**config.mk**
```make
export PLATFORM = sky130hd
export DESIGN_NAME = key_debounce_repeat_bank
export DESIGN_NICKNAME = d
export VERILOG_FILES = /design/src/kdrb_pkg.sv /design/src/kdrb_state_mem.sv /design/src/key_debounce_repeat_bank.sv
export SDC_FILE = /design/constraint.sdc
export NUM_CORES = 1
export LEC_CHECK = 0
export BUFFER_PORTS_ARGS = -buffer_cell sky130_fd_sc_hd__buf_2
export CAP_MARGIN = 20
export CORE_AREA = 2 2 169 171
export DETAILED_ROUTE_END_ITERATION = 12
export DIE_AREA = 0 0 171 173
export PLACE_DENSITY = 0.78
export SYNTH_ARGS = -nofsm -noshare
export SYNTH_HDL_FRONTEND = slang
export SYNTH_SLANG_ARGS = --single-unit
export TNS_END_PERCENT = 30
```
**constraint.sdc**
```tcl
create_clock -name clk -period 5.5 [get_ports clk]
set_clock_uncertainty 0.2 [all_clocks]
set_input_delay 1.1 -clock clk [delete_from_list [all_inputs] [get_ports clk]]
set_output_delay 1.1 -clock clk [all_outputs]
set_load 0.005 [all_outputs]
```
**src/kdrb_pkg.sv**
```systemverilog
// Shared types and constants for the key debounce / auto-repeat bank.
// Holds phase, event and mode codes, register indices and reset values.
// No dependencies.
`default_nettype none

package kdrb_pkg;

  // Default sizing
  localparam int KeyCountDefault    = 16;
  localparam int FilterDepthDefault = 4;

  // Register file
  localparam int CfgIdxW  = 3;
  localparam int CfgDataW = 8;

  typedef enum logic [CfgIdxW-1:0] {
    CFG_LONG_PRESS   = 3'd0,
    CFG_REPEAT_DELAY = 3'd1,
    CFG_ACCEL_STEP   = 3'd2,
    CFG_PAUSE        = 3'd3,
    CFG_DOUBLE_GAP   = 3'd4
  } cfg_index_t;

  localparam logic [7:0] LongPressReset   = 8'd24;
  localparam logic [7:0] RepeatDelayReset = 8'd40;
  localparam logic [7:0] AccelStepReset   = 8'd48;
  localparam logic [7:0] PauseReset       = 8'd64;
  localparam logic [7:0] DoubleGapReset   = 8'd16;

  // Releasing at period 16 below this count keeps the press count
  localparam logic [7:0] QuickReleaseTicks = 8'd16;

  // Item modes
  typedef enum logic [1:0] {
    MODE_TICK  = 2'd0,
    MODE_PAUSE = 2'd1,
    MODE_KILL  = 2'd2
  } mode_t;

  // Per-key phase
  typedef enum logic [3:0] {
    PH_OFF    = 4'd0,
    PH_START  = 4'd1,
    PH_DELAY  = 4'd2,
    PH_PAUSE  = 4'd3,
    PH_KILLED = 4'd4,
    PH_RPT16  = 4'd5,
    PH_RPT8   = 4'd6,
    PH_RPT4   = 4'd7,
    PH_RPT2   = 4'd8,
    PH_RPT1   = 4'd9
  } key_phase_t;

  // Event codes
  typedef enum logic [2:0] {
    EV_NONE    = 3'd0,
    EV_FIRST   = 3'd1,
    EV_LONG    = 3'd2,
    EV_REPEAT  = 3'd3,
    EV_RELEASE = 3'd4
  } event_kind_t;

  // Configuration snapshot handed to the update logic
  typedef struct packed {
    logic [7:0] long_press;
    logic [7:0] repeat_delay;
    logic [7:0] accel_step;
    logic [7:0] pause;
    logic [7:0] double_gap;
  } cfg_t;

  // Low-bit mask of the repeat period for a repeating phase
  function automatic logic [3:0] rpt_mask(input key_phase_t ph);
    logic [3:0] m;
    begin
      unique case (ph)
        PH_RPT16: m = 4'hF;
        PH_RPT8:  m = 4'h7;
        PH_RPT4:  m = 4'h3;
        PH_RPT2:  m = 4'h1;
        default:  m = 4'h0;
      endcase
      return m;
    end
  endfunction

endpackage

`default_nettype wire

```
**src/kdrb_state_mem.sv**
```systemverilog
// Per-key state memory: one write and one registered read port.
// Valid bits make unwritten entries read as zero; a write to the entry being
// read in the same cycle is forwarded. No package dependencies.
`default_nettype none

module kdrb_state_mem #(
  parameter int DEPTH  = 16,
  parameter int ADDR_W = 4,
  parameter int WIDTH  = 18
) (
  input  wire logic              clk,
  input  wire logic              rst_n,
  input  wire logic              rd_en,
  input  wire logic [ADDR_W-1:0] rd_addr,
  output logic      [WIDTH-1:0]  rd_data,
  input  wire logic              wr_en,
  input  wire logic [ADDR_W-1:0] wr_addr,
  input  wire logic [WIDTH-1:0]  wr_data
);

  logic [WIDTH-1:0] mem [DEPTH];
  logic [DEPTH-1:0] entry_vld_r;
  logic [WIDTH-1:0] raw_r;
  logic [WIDTH-1:0] fwd_data_r;
  logic             fwd_r;
  logic             raw_vld_r;
  logic             hit;
  logic             rd_in_range;

  assign hit         = wr_en && (wr_addr == rd_addr);
  assign rd_in_range = int'(rd_addr) < DEPTH;

  // Storage array and registered read
  always_ff @(posedge clk) begin
    if (wr_en) begin
      mem[wr_addr] <= wr_data;
    end
    if (rd_en) begin
      raw_r      <= mem[rd_addr];
      fwd_data_r <= wr_data;
    end
  end

  // Valid bits and read-side control
  always_ff @(posedge clk) begin
    if (!rst_n) begin
      entry_vld_r <= '0;
      fwd_r       <= 1'b0;
      raw_vld_r   <= 1'b0;
    end else begin
      if (wr_en) begin
        entry_vld_r[wr_addr] <= 1'b1;
      end
      if (rd_en) begin
        fwd_r     <= hit;
        raw_vld_r <= rd_in_range && entry_vld_r[rd_addr];
      end
    end
  end

  // Forwarded data wins; an unwritten entry reads as zero
  always_comb begin
    if (fwd_r) begin
      rd_data = fwd_data_r;
    end else if (raw_vld_r) begin
      rd_data = raw_r;
    end else begin
      rd_data = '0;
    end
  end

endmodule

`default_nettype wire

```
**src/key_debounce_repeat_bank.sv**
```systemverilog
// Each item's state is read, updated and registered. Throughput: one item
// per cycle unless the output stalls, set by the single read-modify-write of
// the per-key state memory, with write-to-read forwarding for a repeated key.
// Reset: registers return to defaults and every key to off at once through
// per-entry valid bits; no clearing pass. Depends on kdrb_pkg, kdrb_state_mem.
`default_nettype none

module key_debounce_repeat_bank #(
  parameter int KEY_COUNT    = kdrb_pkg::KeyCountDefault,
  parameter int FILTER_DEPTH = kdrb_pkg::FilterDepthDefault
) (
  input  wire logic                          clk,
  input  wire logic                          rst_n,
  // configuration
  input  wire logic                          cfg_wr_en,
  input  wire logic [kdrb_pkg::CfgIdxW-1:0]  cfg_index,
  input  wire logic [kdrb_pkg::CfgDataW-1:0] cfg_wdata,
  // items in
  input  wire logic                          in_valid,
  output logic                               in_ready,
  input  wire logic [1:0]                    in_mode,
  input  wire logic [3:0]                    in_key_index,
  input  wire logic                          in_key_level,
  // results out
  output logic                               out_valid,
  input  wire logic                          out_ready,
  output logic [2:0]                         out_event_kind,
  output logic [3:0]                         out_event_key,
  output logic                               out_pressed,
  output logic [1:0]                         out_double_count
);

  localparam int ADDR_W  = (KEY_COUNT > 1) ? $clog2(KEY_COUNT) : 1;
  localparam int ENTRY_W = FILTER_DEPTH + 8 + 2 + 4;
  localparam logic [FILTER_DEPTH-1:0] HistFull = '1;

  // Configuration registers
  kdrb_pkg::cfg_t cfg_r;

  always_ff @(posedge clk) begin
    if (!rst_n) begin
      cfg_r.long_press   <= kdrb_pkg::LongPressReset;
      cfg_r.repeat_delay <= kdrb_pkg::RepeatDelayReset;
      cfg_r.accel_step   <= kdrb_pkg::AccelStepReset;
      cfg_r.pause        <= kdrb_pkg::PauseReset;
      cfg_r.double_gap   <= kdrb_pkg::DoubleGapReset;
    end else if (cfg_wr_en) begin
      unique case (kdrb_pkg::cfg_index_t'(cfg_index))
        kdrb_pkg::CFG_LONG_PRESS:   cfg_r.long_press   <= cfg_wdata;
        kdrb_pkg::CFG_REPEAT_DELAY: cfg_r.repeat_delay <= cfg_wdata;
        kdrb_pkg::CFG_ACCEL_STEP:   cfg_r.accel_step   <= cfg_wdata;
        kdrb_pkg::CFG_PAUSE:        cfg_r.pause        <= cfg_wdata;
        kdrb_pkg::CFG_DOUBLE_GAP:   cfg_r.double_gap   <= cfg_wdata;
        default: ;
      endcase
    end
  end

  // Handshake and stage control
  logic             s1_valid_r;
  logic             s1_adv;
  logic             in_xfer;
  logic [1:0]       s1_mode_r;
  logic [3:0]       s1_key_r;
  logic             s1_level_r;
  logic             s1_in_range_r;
  logic             in_range;

  assign s1_adv   = s1_valid_r && (!out_valid || out_ready);
  assign in_ready = !s1_valid_r || s1_adv;
  assign in_xfer  = in_valid && in_ready;
  assign in_range = int'(in_key_index) < KEY_COUNT;

  always_ff @(posedge clk) begin
    if (!rst_n) begin
      s1_valid_r <= 1'b0;
    end else if (in_xfer) begin
      s1_valid_r <= 1'b1;
    end else if (s1_adv) begin
      s1_valid_r <= 1'b0;
    end
  end

  always_ff @(posedge clk) begin
    if (in_xfer) begin
      s1_mode_r     <= in_mode;
      s1_key_r      <= in_key_index;
      s1_level_r    <= in_key_level;
      s1_in_range_r <= in_range;
    end
  end

  // State memory
  logic [ENTRY_W-1:0] rd_entry;
  logic [ENTRY_W-1:0] wr_entry;
  logic               wr_en;

  assign wr_en = s1_adv && s1_in_range_r;

  kdrb_state_mem #(
    .DEPTH  (KEY_COUNT),
    .ADDR_W (ADDR_W),
    .WIDTH  (ENTRY_W)
  ) u_state_mem (
    .clk     (clk),
    .rst_n   (rst_n),
    .rd_en   (in_xfer),
    .rd_addr (ADDR_W'(in_key_index)),
    .rd_data (rd_entry),
    .wr_en   (wr_en),
    .wr_addr (ADDR_W'(s1_key_r)),
    .wr_data (wr_entry)
  );

  // Unpack the current entry
  logic [FILTER_DEPTH-1:0] cur_hist;
  logic [7:0]              cur_tick;
  logic [1:0]              cur_press;
  kdrb_pkg::key_phase_t    cur_phase;

  assign cur_hist  = rd_entry[ENTRY_W-1 -: FILTER_DEPTH];
  assign cur_tick  = rd_entry[13:6];
  assign cur_press = rd_entry[5:4];
  assign cur_phase = kdrb_pkg::key_phase_t'(rd_entry[3:0]);

  // Per-key update
  logic [FILTER_DEPTH:0]   hist_shift;
  logic [FILTER_DEPTH-1:0] nx_hist;
  logic [7:0]              nx_tick;
  logic [1:0]              nx_press;
  kdrb_pkg::key_phase_t    nx_phase;
  kdrb_pkg::event_kind_t   nx_event;

  assign hist_shift = {cur_hist, s1_level_r};

  always_comb begin
    nx_hist  = cur_hist;
    nx_tick  = cur_tick;
    nx_press = cur_press;
    nx_phase = cur_phase;
    nx_event = kdrb_pkg::EV_NONE;
    unique case (kdrb_pkg::mode_t'(s1_mode_r))
      kdrb_pkg::MODE_TICK: begin
        nx_hist = hist_shift[FILTER_DEPTH-1:0];
        nx_tick = cur_tick + 8'd1;
        // all-zero history ends a press
        if (nx_phase != kdrb_pkg::PH_OFF && nx_hist == '0) begin
          if (nx_phase != kdrb_pkg::PH_KILLED) begin
            nx_event = kdrb_pkg::EV_RELEASE;
            if (!(nx_phase == kdrb_pkg::PH_RPT16 &&
                  nx_tick < kdrb_pkg::QuickReleaseTicks)) begin
              nx_press = 2'd0;
            end
          end
          nx_tick  = 8'd0;
          nx_phase = kdrb_pkg::PH_OFF;
        end
        case (nx_phase)
          kdrb_pkg::PH_OFF: begin
            if (nx_hist == HistFull) begin
              nx_phase = kdrb_pkg::PH_START;
              if (nx_tick > cfg_r.double_gap) begin
                nx_press = 2'd0;
              end
              nx_tick = 8'd0;
            end
          end
          kdrb_pkg::PH_START: begin
            nx_event = kdrb_pkg::EV_FIRST;
            nx_press = nx_press + 2'd1;
            nx_phase = kdrb_pkg::PH_DELAY;
            nx_tick  = 8'd0;
          end
          kdrb_pkg::PH_DELAY: begin
            if (nx_tick == cfg_r.long_press) begin
              nx_event = kdrb_pkg::EV_LONG;
            end
            if (nx_tick == cfg_r.repeat_delay) begin
              nx_phase = kdrb_pkg::PH_RPT16;
              nx_tick  = 8'd0;
            end
          end
          kdrb_pkg::PH_PAUSE: begin
            if (nx_tick >= cfg_r.pause) begin
              nx_phase = kdrb_pkg::PH_RPT8;
              nx_tick  = 8'd0;
            end
          end
          kdrb_pkg::PH_RPT16, kdrb_pkg::PH_RPT8, kdrb_pkg::PH_RPT4,
          kdrb_pkg::PH_RPT2, kdrb_pkg::PH_RPT1: begin
            // period halves after each acceleration step
            if (nx_phase != kdrb_pkg::PH_RPT1 && nx_tick >= cfg_r.accel_step) begin
              nx_phase = kdrb_pkg::key_phase_t'(nx_phase + 4'd1);
              nx_tick  = 8'd0;
            end
            if ((nx_tick[3:0] & kdrb_pkg::rpt_mask(nx_phase)) == 4'd0) begin
              nx_event = kdrb_pkg::EV_REPEAT;
            end
          end
          default: ;  // killed or unused codes stay silent
        endcase
      end
      kdrb_pkg::MODE_PAUSE: begin
        nx_phase = kdrb_pkg::PH_PAUSE;
        nx_tick  = 8'd0;
      end
      kdrb_pkg::MODE_KILL: begin
        nx_phase = kdrb_pkg::PH_KILLED;
        nx_press = 2'd0;
      end
      default: ;  // unused mode leaves the key as is
    endcase
  end

  assign wr_entry = {nx_hist, nx_tick, nx_press, 4'(nx_phase)};

  // Output register
  always_ff @(posedge clk) begin
    if (!rst_n) begin
      out_valid <= 1'b0;
    end else if (s1_adv) begin
      out_valid <= 1'b1;
    end else if (out_ready) begin
      out_valid <= 1'b0;
    end
  end

  always_ff @(posedge clk) begin
    if (s1_adv) begin
      out_event_key <= s1_key_r;
      if (s1_in_range_r) begin
        out_event_kind   <= 3'(nx_event);
        out_pressed      <= (nx_hist == HistFull);
        out_double_count <= nx_press;
      end else begin
        out_event_kind   <= 3'(kdrb_pkg::EV_NONE);
        out_pressed      <= 1'b0;
        out_double_count <= 2'd0;
      end
    end
  end

  // Checks
  a_out_key_range_quiet: assert property (@(posedge clk) disable iff (!rst_n)
    out_valid && (int'(out_event_key) >= KEY_COUNT) |->
      out_event_kind == 3'(kdrb_pkg::EV_NONE) && out_double_count == 2'd0 && !out_pressed)
    else $error("out-of-range key produced an event or state");

  a_release_not_pressed: assert property (@(posedge clk) disable iff (!rst_n)
    out_valid && out_event_kind == 3'(kdrb_pkg::EV_RELEASE) |-> !out_pressed)
    else $error("release reported while still pressed");

  a_stage_holds: assert property (@(posedge clk) disable iff (!rst_n)
    s1_valid_r && !s1_adv |=> s1_valid_r && $stable(s1_key_r) && $stable(s1_mode_r))
    else $error("stalled item lost from the update stage");

  a_event_code: assert property (@(posedge clk) disable iff (!rst_n)
    out_valid |-> out_event_kind <= 3'(kdrb_pkg::EV_RELEASE))
    else $error("undefined event code");

  a_write_only_on_advance: assert property (@(posedge clk) disable iff (!rst_n)
    wr_en |-> s1_valid_r && s1_in_range_r && (!out_valid || out_ready))
    else $error("state written without a result transfer slot");

endmodule

`default_nettype wire

```
==> impl_metrics.tcl <==
set metrics [dict create \
    status "finished, final reports clean" \
    p_per_area_nw_per_um2 331 \
    wire_per_inst_um 27.6 \
    ir_worst_vdd_mv 0.270 \
    antennaDiodeCount 0 \
    slew_violations 0 \
    core_area_um2 27600 \
    maxCapViolations 0 \
    vias 10400 \
    io_pins 35 \
    p_sw_uw 1370 \
    worst-path-buf-inv 2 \
    grt_pass1_vias 10300 \
    synth.distinct_cells 75 \
    wirelength_um 42400 \
    synth_top_area_share_pct 60.1 \
    cp.depth 17 \
    fin_cells 1540 \
    syn_to_final_growth_pct 12.3 \
    worst_pin_slew_ns 1.07 \
    synth_commonest_cells "341 x edfxtp_1, 112 x nand2_1, 95 x mux4_2" \
    r2r_start "u_state_mem.fwd_r" \
    hold_class "reg2reg" \
    async_flop_share_pct 0 \
    hold_viol_final 0 \
    place_hpwl_um 23800 \
    cts_tree "built" \
    rrSetupSlack_ns 0.28 \
    tns_ns 0 \
    syn-num-nets 1115 \
    rsz0062_at_grt "false" \
    p_leak_uw 0.00662 \
    wl_met3_um 4000 \
    first_pass_iters 5 \
    cp.required_ns 5.53 \
    synth.most_common_cell "edfxtp_1" \
    ys.warnings.count 0 \
    grtUsageTotal_pct 29.5 \
    setup_violations 0 \
    ys_top_cells_by_area "edfxtp_1 60%, mux4_2 13%, dfxtp_1 7.0%" \
    critPathArrivalTime_ns 5.26 \
    synth_top_area_cell "edfxtp_1" \
    p_comb_share_pct 4.4 \
    worstPathMaxFanout 17 \
    synth-compound-area-share_pct 8.13 \
    die_h_um 173 \
    slowest_delay_ns 0.61 \
    cts.sinks 401 \
    cts.path.max_buffers 3 \
    post_cts.repair.setup_buffers 0 \
    netlist_area_um2 17000 \
    drtIter0Drc 1438 \
    portBuffers 34 \
    route.detailed.drc 0 \
    whs_endpoint "u_state_mem.entry_vld_r[11]" \
    min_from "u_state_mem.entry_vld_r[11]" \
    via_per_inst 6.74 \
    start_util_pct 61.7 \
    avgSynthCellArea_um2 15.9 \
    gp_congestion 0.944 \
    synth_top_family_by_area "multiplexers" \
    clockPowerShare_pct 42.6 \
    r2r-end "u_state_mem.mem[15][12]" \
    drive_gt1_share_pct 22.5 \
    seqPwrFrac_pct 53.0 \
    ant_nets 0 \
    synth_mux_area_share_pct 12.7 \
    antenna_found_initial 0 \
    yosys.area_share.simple_pct 7.39 \
    grt_first_pass_wirelength_um 63800 \
    nets 1176 \
    die_area_um2 29600 \
    wl_met1_um 15700 \
    hold_depth 1 \
    gr-total-overflow 0 \
    core.rowCount 61 \
    synthFlopType "edfxtp_1" \
    synth.yosys.seq_area_share_pct 67.1 \
    numCtsBuffers 41 \
    cts_root_buf "clkbuf_16" \
    endpoint_kind "flip-flop" \
    fillers 1755 \
    clkTransAtPathRegs_ns 0.06 \
    htree_levels 2 \
    start_kind "flip-flop" \
    path_delay_family "simple AND/OR/NAND/NOR gates" \
    met2_length_um 20800 \
    fin_crit_sh_pct 95.0 \
    intPower_uw 4960 \
    synth_fa_ha_area_share_pct 1.75 \
    period_needed_ns 5.22 \
    clock.fmax_ghz 0.191 \
    synthXorXnorAreaFrac_pct 0.925 \
    clk_latency_ns 0.54 \
    top_layer "met4" \
    p_sw_share_pct 21.7 \
    die-width_um 171 \
    ys_seq_elements 401 \
    grt_max_degree 79 \
    pre_cts_ws_ns 0.327 \
    worst_slack_ns 0.276 \
    synth_edf_count 341 \
    critPathKind "reg2reg" \
    dp_cells 1462 \
    crit_path_cell_trace "nand3b_1 -> and2_1 -> inv_1 -> ha_1 -> and4b_1 -> o2bb2a_2 -> xnor2_1 -> buf_4 -> and2_1 -> ha_1 -> nand2_1 -> a2111oi_0 -> o22ai_1 -> nand4b_1 -> nor2_1 -> or3b_1 -> a32o_2" \
    netlist_instances 1069 \
    slew-limit-headroom_pct 28.8 \
    cp_slowest_cell "dfxtp_1" \
    rr_worst_depth 17 \
]
## final cells by class
cell class	count	area, um2	area share (%)
Inverter	29	109	0.569
Clock buffer	55	1100	5.74
Tap cell	378	473	2.47
Multi-Input combinational cell	587	5360	28.0
Timing Repair Buffer	70	478	2.50
Clock inverter	20	184	0.961
Sequential cell	401	11400	59.8
## layout by cell type, fill, tap and decap left out, drive strengths merged, types with 4 or more instances in the layout
cell type,count
a211oi,4
a21boi,33
a21oi,25
a221oi,4
a22o,11
a22oi,12
a31oi,7
a32o,7
and2,8
and3,7
and4,4
buf,70
clkbuf,55
clkinv,14
dfxtp,60
edfxtp,341
ha,23
inv,31
mux4,95
nand2,112
nand2b,8
nand3,21
nand3b,6
nor2,40
nor2b,5
nor3,12
nor4,9
o211ai,8
o21a,20
o21ai,19
o31ai,9
or2,6
or3,4
xnor2,12
xor2,6
## stage by stage
| step | hold WS [ns] | util (%) | instance area (um2) | power [uW] |
|---|---|---|---|---|
| after global placement | 0.242 | 64.5 | 17800 | 3680 |
| after global routing | 0.273 | 69.3 | 19100 | 6480 |
| after floorplan | 0.224 | - | 17000 | 3590 |
| after detailed placement | 0.251 | 64.5 | 17800 | 3690 |
| final | 0.264 | 69.3 | 19100 | 6330 |
| after CTS | 0.267 | 69.1 | 19100 | 6350 |
## logic make-up (layout without fill, tap and decap cells)
logic type                 count (synthesis)  after routing
adders and majority gates                 24             24
xor gates and xnor gates                  18             18
muxes                                     98             98
buffers and inverters                     81            174
AOI/OAI and AO/OA                        189            189
DFF                                      401            401
and+or+nand+nor                          258            258
## power groups by stage
stage          Sequential, uW  Combinational [uW]  Clock [uW]
6_report                 3360                 280        2690
5_1_grt                  3360                 298        2830
4_1_cts                  3360                 276        2710
3_3_place_gp             3420                 267           0
3_5_place_dp             3420                 272           0
2_1_floorplan            3400                 186           0
## timing repair
| action | CTS | global route |
|---|---|---|
| setup endpoints to repair | 0 | 136 |
| gates resized for setup | 0 | 8 |
| hold buffers | 0 | 0 |
## how the worst max path moves through the flow
stage	start	to
2_1_floorplan	u_state_mem.fwd_r	u_state_mem.fwd_data_r[3]
3_3_place_gp	u_state_mem.fwd_r	u_state_mem.mem[1][10]
3_5_place_dp	u_state_mem.fwd_r	u_state_mem.mem[14][11]
4_1_cts	u_state_mem.fwd_r	u_state_mem.mem[5][11]
5_1_grt	u_state_mem.fwd_r	u_state_mem.mem[12][11]
6_report	u_state_mem.fwd_r	u_state_mem.mem[15][12]
## flip-flops by register name, summed over array words and instances (netlist names), 2 cells and up
signal	count
cfg_r	40
out_double_count	2
out_event_key	4
out_event_kind	3
s1_key_r	4
s1_mode_r	2
u_state_mem.entry_vld_r	16
u_state_mem.fwd_data_r	18
u_state_mem.mem	288
u_state_mem.raw_r	18
## metal layers
layer,GRT usage [%],up-vias
li1,-,4385
met1,39.6,5183
met2,47.9,664
met3,5.22,141
met4,12.5,0
met5,0,-
(Power assumes the default switching activity.)
